==> config.mk <==
export PLATFORM = sky130hd
export DESIGN_NAME = ifft4_front
export DESIGN_NICKNAME = d
export VERILOG_FILES = /design/src/rtl/ifft4_pkg.sv /design/src/rtl/ifft4_front.sv
export SDC_FILE = /design/constraint.sdc
export NUM_CORES = 1
export LEC_CHECK = 0
export BUFFER_PORTS_ARGS = -buffer_cell sky130_fd_sc_hd__buf_2
export CAP_MARGIN = 15
export CORE_MARGIN = 2
export CORE_UTILIZATION = 55
export CTS_CLUSTER_SIZE = 25
export DETAILED_ROUTE_END_ITERATION = 10
export PLACE_DENSITY = 0.78
export REMOVE_ABC_BUFFERS = 1
export SETUP_SLACK_MARGIN = 0.2
export SKIP_LAST_GASP = 1
export SYNTH_ARGS = -nofsm -noshare
export SYNTH_HDL_FRONTEND = slang
export SYNTH_SLANG_ARGS = --single-unit
==> constraint.sdc <==
create_clock -name clk -period 10.9 [get_ports clk]
set_clock_uncertainty 0.15 [all_clocks]
set_input_delay 0.545 -clock clk [delete_from_list [all_inputs] [get_ports clk]]
set_output_delay 0.545 -clock clk [all_outputs]
set_load 0.01 [all_outputs]
==> src/rtl/ifft4_pkg.sv <==
// widths, payload types and rounding helper for the four-point inverse fft butterfly
`default_nettype none

package ifft4_pkg;

  localparam int DW = 32;
  localparam int TW = 32;
  localparam int unsigned TW_FRAC = TW - 2;

  localparam int S1W = DW + 1;
  localparam int S2W = DW + 2;
  localparam int PW  = S2W + TW;
  localparam int P1W = PW + 1;
  localparam int LO_W = (P1W + 1) / 2;
  localparam int HI_W = P1W - LO_W;
  localparam int LPW = LO_W + 1 + TW;
  localparam int HPW = HI_W + TW;
  localparam int FPW = P1W + TW;
  localparam int Y3W = FPW + 1;
  localparam int RW  = Y3W + 1;

  typedef logic signed [DW-1:0]  data_t;
  typedef logic signed [TW-1:0]  tw_t;
  typedef logic signed [S1W-1:0] s1_t;
  typedef logic signed [S2W-1:0] s2_t;
  typedef logic signed [PW-1:0]  prod_t;
  typedef logic signed [P1W-1:0] wide_t;
  typedef logic signed [LPW-1:0] lop_t;
  typedef logic signed [HPW-1:0] hip_t;
  typedef logic signed [FPW-1:0] full_t;
  typedef logic signed [Y3W-1:0] y3_t;
  typedef logic signed [RW-1:0]  rnd_t;

  localparam rnd_t SAT_MAX = {{(RW - DW + 1){1'b0}}, {(DW - 1){1'b1}}};
  localparam rnd_t SAT_MIN = {{(RW - DW + 1){1'b1}}, {(DW - 1){1'b0}}};

  typedef struct packed {
    data_t x0_re;
    data_t x0_im;
    data_t x1_re;
    data_t x1_im;
    data_t x2_re;
    data_t x2_im;
    data_t x3_re;
    data_t x3_im;
    tw_t   w1_re;
    tw_t   w1_im;
    tw_t   w2_re;
    tw_t   w2_im;
  } in_t;

  // y0 done, t feeds y2, f feeds y1, g feeds y3
  typedef struct packed {
    s2_t y0_re;
    s2_t y0_im;
    s2_t t_re;
    s2_t t_im;
    s2_t f_re;
    s2_t f_im;
    s2_t g_re;
    s2_t g_im;
    tw_t w1_re;
    tw_t w1_im;
    tw_t w2_re;
    tw_t w2_im;
  } front_t;

  typedef struct packed {
    s2_t   y0_re;
    s2_t   y0_im;
    wide_t y1_re;
    wide_t y1_im;
    wide_t y2_re;
    wide_t y2_im;
    wide_t h_re;
    wide_t h_im;
    tw_t   w2_re;
    tw_t   w2_im;
  } mid_t;

  typedef struct packed {
    data_t o0_re;
    data_t o0_im;
    data_t o1_re;
    data_t o1_im;
    data_t o2_re;
    data_t o2_im;
    data_t o3_re;
    data_t o3_im;
  } res_t;

  // round to nearest (ties up), shift right, saturate to the data width
  function automatic data_t rnd_sat(input rnd_t v, input int unsigned sh);
    rnd_t half;
    rnd_t r;
    half = (sh == 0) ? '0 : (rnd_t'(1) <<< (sh - 1));
    r = (v + half) >>> sh;
    if (r > SAT_MAX) begin
      return SAT_MAX[DW-1:0];
    end else if (r < SAT_MIN) begin
      return SAT_MIN[DW-1:0];
    end
    return r[DW-1:0];
  endfunction

endpackage

`default_nettype wire

==> src/rtl/ifft4_front.sv <==
// first two pipeline stages: stage-one sums and differences, then the pre-twiddle combinations
`default_nettype none

module ifft4_front (
  input  wire logic              clk,
  input  wire logic              rst,
  input  wire logic              in_valid,
  output logic                   in_ready,
  input  wire ifft4_pkg::in_t    in_d,
  output logic                   out_valid,
  input  wire logic              out_ready,
  output ifft4_pkg::front_t      out_d
);
  import ifft4_pkg::*;

  logic v1;
  logic v2;
  logic rdy1;
  logic rdy2;

  s1_t s0_re, s0_im, s2_re, s2_im;
  s1_t d01_re, d01_im, d23_re, d23_im;
  tw_t w1_re, w1_im, w2_re, w2_im;
  front_t st2;

  assign rdy2 = !v2 || out_ready;
  assign rdy1 = !v1 || rdy2;
  assign in_ready = rdy1;

  always_ff @(posedge clk) begin
    if (rst) begin
      v1 <= 1'b0;
      v2 <= 1'b0;
    end else begin
      if (rdy1) begin
        v1 <= in_valid;
      end
      if (rdy2) begin
        v2 <= v1;
      end
    end
  end

  always_ff @(posedge clk) begin
    if (rdy1) begin
      s0_re  <= S1W'($signed(in_d.x0_re)) + S1W'($signed(in_d.x1_re));
      s0_im  <= S1W'($signed(in_d.x0_im)) + S1W'($signed(in_d.x1_im));
      s2_re  <= S1W'($signed(in_d.x2_re)) + S1W'($signed(in_d.x3_re));
      s2_im  <= S1W'($signed(in_d.x2_im)) + S1W'($signed(in_d.x3_im));
      d01_re <= S1W'($signed(in_d.x0_re)) - S1W'($signed(in_d.x1_re));
      d01_im <= S1W'($signed(in_d.x0_im)) - S1W'($signed(in_d.x1_im));
      d23_re <= S1W'($signed(in_d.x2_re)) - S1W'($signed(in_d.x3_re));
      d23_im <= S1W'($signed(in_d.x2_im)) - S1W'($signed(in_d.x3_im));
      w1_re  <= in_d.w1_re;
      w1_im  <= in_d.w1_im;
      w2_re  <= in_d.w2_re;
      w2_im  <= in_d.w2_im;
    end
  end

  // f = d01 - i*d23 gives y1 after w1, g = d01 + i*d23 gives y3 after w1 and w2
  always_ff @(posedge clk) begin
    if (rdy2) begin
      st2.y0_re <= S2W'(s0_re) + S2W'(s2_re);
      st2.y0_im <= S2W'(s0_im) + S2W'(s2_im);
      st2.t_re  <= S2W'(s0_re) - S2W'(s2_re);
      st2.t_im  <= S2W'(s0_im) - S2W'(s2_im);
      st2.f_re  <= S2W'(d01_re) + S2W'(d23_im);
      st2.f_im  <= S2W'(d01_im) - S2W'(d23_re);
      st2.g_re  <= S2W'(d01_re) - S2W'(d23_im);
      st2.g_im  <= S2W'(d01_im) + S2W'(d23_re);
      st2.w1_re <= w1_re;
      st2.w1_im <= w1_im;
      st2.w2_re <= w2_re;
      st2.w2_im <= w2_im;
    end
  end

  assign out_valid = v2;
  assign out_d = st2;

  a_stall_hold: assert property (@(posedge clk) disable iff (rst)
    (v2 && !out_ready) |=> (v2 && $stable(st2)))
    else $error("front stage two lost or changed a stalled item");

  a_ready_chain: assert property (@(posedge clk) disable iff (rst)
    !in_ready |-> (v1 && v2 && !out_ready))
    else $error("front dropped ready with a free stage");

  a_fill: assert property (@(posedge clk) disable iff (rst)
    $rose(v2) |-> $past(v1))
    else $error("front stage two filled from an empty stage one");

endmodule

`default_nettype wire

# ---- Word-level counts from Yosys, hierarchy flattened
# Cells that the tools add are included.
dict set report word_totals {
  reg_bits 794
}
dict set report classes {
  addsub 16
  reduce_logical 4
}
# cell n
set op_table {}
lappend op_table {{33-bit by 33-bit adder with 34-bit output} 4}
lappend op_table {{33-bit by 33-bit subtractor with 34-bit output} 4}
lappend op_table {{32-bit by 32-bit adder with 33-bit output} 4}
lappend op_table {{32-bit by 32-bit subtractor with 33-bit output} 4}
lappend op_table {{1-bit logical NOT} 2}
lappend op_table {{1-bit logical OR} 2}

# ---- Logic depth before layout (Yosys ltp)
dict set report logic_depth {
  depth_word 3
  mapped_depth 14
  ltp_nobuf 14
}

# ---- Least setup slack after synthesis
# No wires, ideal clock.
dict set report synth_path {
  path_kind {input port to flip-flop}
  from {input port out_ready}
  to {register d01_im[0] (enable)}
  setup_time_ns 2.861
  arrival_time_ns 7.102
  t_required_ns 7.889
  setup_slack_ns 0.787
  path_stages 2
  n_path_buf 0
  path_cell_list {nor2b_1 > nand2_1}
}
dict set report synth_between {
  elab_chain_cells 2
}
# element line_no
set synth_lines {}
lappend synth_lines {{start, declared} ifft4_front.sv:11} ;# input wire logic out_ready,
lappend synth_lines {{1-bit logical OR} ifft4_front.sv:26} ;# assign rdy2 = !v2 || out_ready;
lappend synth_lines {{1-bit logical OR} ifft4_front.sv:27} ;# assign rdy1 = !v1 || rdy2;
lappend synth_lines {{net in_ready} ifft4_front.sv:8} ;# output logic in_ready,
lappend synth_lines {{end signal, assigned} ifft4_front.sv:51} ;# d01_im <= S1W'($signed(in_d.x0_im)) - S1W'($signed(in_d.x1_im));
lappend synth_lines {{end, declared} ifft4_front.sv:22} ;# s1_t d01_re, d01_im, d23_re, d23_im;
# The timed path passes the listed nets, and every way through them passes these cells.
# A chain may end at the register's enable or synchronous reset.

# ---- Final worst setup path
dict set report layout_path {
  from {register v2, in the netlist out_valid}
  to {output port in_ready}
}
dict set report layout_between {
  elab_chain_cells 3
}
# element line_no
set layout_lines {}
lappend layout_lines {{start, declared} ifft4_front.sv:17} ;# logic v2;
lappend layout_lines {{start signal, assigned} ifft4_front.sv:39} ;# v2 <= v1;
lappend layout_lines {{1-bit logical NOT} ifft4_front.sv:26}
lappend layout_lines {{1-bit logical OR} ifft4_front.sv:26}
lappend layout_lines {{1-bit logical OR} ifft4_front.sv:27}
lappend layout_lines {{end, declared} ifft4_front.sv:8}
# Every way passes these cells.

==> flow_summary.json <==
{
  "worst_r2r_path_depth": 11,
  "starting_density_of_the_core_pct": 55.52,
  "routedWlPerCell_um": 23.04,
  "grt_usage_pct": 32.94,
  "instances_no_fill": 7017,
  "post_synth_instance_area_sq_um": 50890,
  "htree_depth": 3,
  "fin_tns_setup_ns": 0,
  "yosys_warnings": 0,
  "yosys.cell_types.count": 101,
  "design_power_total_mw": 13.75,
  "design.die.area_sq_um": 94980,
  "sum_of_overflow_across_all_layers_after_global_routing": 0,
  "r2r_setup_slk_ns": 6.72,
  "worst_path_largest_cell_delay_ns": 0.80,
  "layout.cells.most_common": "sky130_fd_sc_hd__buf_2",
  "synth-edff-count": 784,
  "setup-violations-final": 0,
  "wirelength_um": 161700,
  "core-area_sq_um": 91660,
  "layout.filler_cells": 7123,
  "drt_pass1_iterations": 6,
  "first_global_vias": 40313,
  "leakage_nw": 26.09,
  "clk_root_buffer_cell": "sky130_fd_sc_hd__clkbuf_16",
  "syn_inst": 4900,
  "power_per_cell_area_nw_per_um2": 229.7,
  "final_core_utilization_pct": 65.31,
  "fmax_ghz": 0.2201,
  "hold_path_end": "s2_re[1]",
  "drive_above_1_share_pct": 17.54,
  "global_placer_s_final_weighted_congestion": 0.9793,
  "clk_pin_slew_ns": 0.06,
  "final-hold-violation-count": 0,
  "port-buffer-count": 789,
  "holdCritPathClass": "input port to flip-flop",
  "crit_path_end_kind": "primary output",
  "route.detailed.vias_per_inst": 5.787,
  "critical-path-slowest-cell": "sky130_fd_sc_hd__buf_4",
  "final_antenna_net_count": 0,
  "crit-reg2reg-capture": "out_d[331]",
  "total_number_of_placement_rows": 111,
  "hpwlAfterDp_um": 123200,
  "cap_viol_max_count": 0,
  "finalWorstPathRequiredPeriod_ns": 4.543,
  "placedCellCount": 6691,
  "final-max-slew-violation-count": 0,
  "worst_hold_launch": "in_d[225]",
  "critical_path.cell_chain": "nor2b_1 > nand2_4 > buf_12 > buf_4 > buf_2",
  "multi_input_area_sq_um": 24340,
  "cts_resized": 0,
  "whs_path_depth": 2,
  "post-place-ws_ns": 6.674,
  "die_x_um": 308.2,
  "clock_sink_count": 786,
  "max-clock-path-buffers": 3,
  "cts_buffers": 87,
  "ys_ff_latch": 786,
  "grt_antenna_before_repair": 64,
  "worst_skew_pair.late_latency_ns": 0.68,
  "proportion_of_register_bits_with_asynchronous_set_or_reset_after_synthesis_pct": 0,
  "pin_count": 790,
  "post-route-drc-count": 0,
  "sequential_area_sq_um": 23580,
  "layout_setup_ws_ns": 6.357,
  "status": "finished, final reports clean",
  "grt_setup_unrepaired": "false",
  "postLayoutCellArea_sq_um": 59870,
  "syn-mean-instance-area_sq_um": 10.39,
  "most_frequent_cells_in_the_layout": "sky130_fd_sc_hd__buf_2, sky130_fd_sc_hd__edfxtp_1, sky130_fd_sc_hd__ha_1, sky130_fd_sc_hd__inv_1, sky130_fd_sc_hd__a21oi_1",
  "max-vdd-ir-drop_v": 0.0001656,
  "grt_start_max_net_pins": 158,
  "worst_ep_required_time_ns": 10.21,
  "post-route-period-util_pct": 41.68,
  "ys_dominant_reg_cell": "sky130_fd_sc_hd__edfxtp_1",
  "worst_endpoint_data_arrival_time_ns": 3.85,
  "max_slew_margin_pct": 31.10,
  "area_delta_synth_final_pct": 17.64,
  "timing_worst_slew_pin_value_ns": 1.008,
  "r2r-start": "s0_re[1]",
  "vias": 40607,
  "hold_slack_ns": 0.1229,
  "yosysSeqAreaShare_pct": 46.34,
  "grt_first_pass_wirelength_um": 236100,
  "detailed_place.area_sq_um": 55470,
  "timing.critical_path.from_type": "flip-flop",
  "tritoncts": "yes",
  "die_height_um": 308.2,
  "drt-initial-drc-count": 3071,
  "crit_path_max_fanout": 136,
  "critical_path_class": "flip-flop to primary output",
  "nets": 6648
}
## layout make-up
type                       count  share of cell area, %
antenna                       37                 0.1547
clock buffer                 103                  3.823
clock inverter                56                  1.191
inverter                     536                  3.373
multi-input combinational   3384                  40.65
sequential                   786                  39.39
tap                         1186                  2.479
timing repair buffer         929                  8.937
## cells in the mapped netlist, types with 11 or more instances
cell                        number  area share [%]
sky130_fd_sc_hd__edfxtp_1      784              46
sky130_fd_sc_hd__ha_1          520              13
sky130_fd_sc_hd__inv_1         512             3.8
sky130_fd_sc_hd__a21oi_1       489             4.8
sky130_fd_sc_hd__nor2_1        488             3.6
sky130_fd_sc_hd__xnor2_1       374             6.4
sky130_fd_sc_hd__o21ai_0       158             1.6
sky130_fd_sc_hd__nand2_1       156             1.2
sky130_fd_sc_hd__o21bai_1      141             2.1
sky130_fd_sc_hd__clkbuf_1      121            0.89
sky130_fd_sc_hd__nor3_1         95            0.93
sky130_fd_sc_hd__a21o_1         76             1.1
sky130_fd_sc_hd__xor2_1         73             1.3
sky130_fd_sc_hd__nand3_1        63            0.62
sky130_fd_sc_hd__nor2b_1        63            0.77
sky130_fd_sc_hd__nand2b_1       59            0.73
sky130_fd_sc_hd__o21ai_1        57            0.56
sky130_fd_sc_hd__o31ai_1        46            0.68
sky130_fd_sc_hd__or3_1          38            0.47
sky130_fd_sc_hd__a31oi_1        36            0.44
sky130_fd_sc_hd__buf_2          35            0.34
sky130_fd_sc_hd__nor4_1         35            0.43
sky130_fd_sc_hd__o21a_1         32            0.47
sky130_fd_sc_hd__a211oi_1       30            0.44
sky130_fd_sc_hd__nand4_1        28            0.34
sky130_fd_sc_hd__o211ai_1       27            0.40
sky130_fd_sc_hd__fa_1           16            0.63
sky130_fd_sc_hd__a2111oi_0      15            0.26
sky130_fd_sc_hd__inv_2          15            0.11
sky130_fd_sc_hd__and3_1         14            0.17
sky130_fd_sc_hd__o31a_1         14            0.24
sky130_fd_sc_hd__or4_1          14            0.21
sky130_fd_sc_hd__a221oi_1       13            0.22
sky130_fd_sc_hd__buf_1          13           0.096
sky130_fd_sc_hd__clkbuf_8       13            0.35
sky130_fd_sc_hd__and2_1         11            0.14
## worst max-delay path, delay by kind of cell, from the launching register on
kind,cells,cell delay (ns)
buf+inv,3,1.60
simple gates,2,0.91
flops,1,0.31
## cells by family after synthesis
logic type,after synthesis,share of synthesized area (%)
flip-flops,786,46.34
AO/OA/AOI/OAI,1295,16.47
buffers and inverters,730,5.852
XOR/XNOR,447,7.693
multiplexers,1,0.01967
adder cells (fa/ha/maj),536,13.41
AND/OR/NAND/NOR,1105,10.22
## state kept, by name, indices dropped and copies added (netlist names)
signal,flops
out_d,396
d01_im,33
d01_re,33
d23_re,33
s2_im,33
d23_im,32
s0_im,32
s0_re,32
s2_re,32
w1_im,32
w1_re,32
w2_im,32
w2_re,32
out_valid,1
v1,1
## where the power goes
part | internal [mW] | switching [mW]
Combinational | 2.19 | 3.53
Clock | 1.83 | 1.29
Sequential | 4.48 | 0.432
## layer usage
layer  share of wire [%]  vias up  global-route usage (%)
met1                  38    19430                   38.42
met2                  48     1620                   55.64
met3                 8.1      399                   8.363
met4                 5.7       56                   17.89
met5                0.24        -                       0
li1                    -    19102                       -
## worst max path at each step
stage | start | to | depth (start not counted)
global route | out_valid | in_ready | 5
floorplan | out_ready | d01_im[0] | 2
CTS | out_valid | in_ready | 5
global placement | in_d[261] | d01_im[31] | 13
detailed placement | in_d[261] | d01_im[31] | 13
finish | out_valid | in_ready | 5
## timing repair
action,CTS,global route
setup buffers,0,0
hold endpoints to repair,130,0
hold buffers,130,0
(Power assumes the default switching activity.)
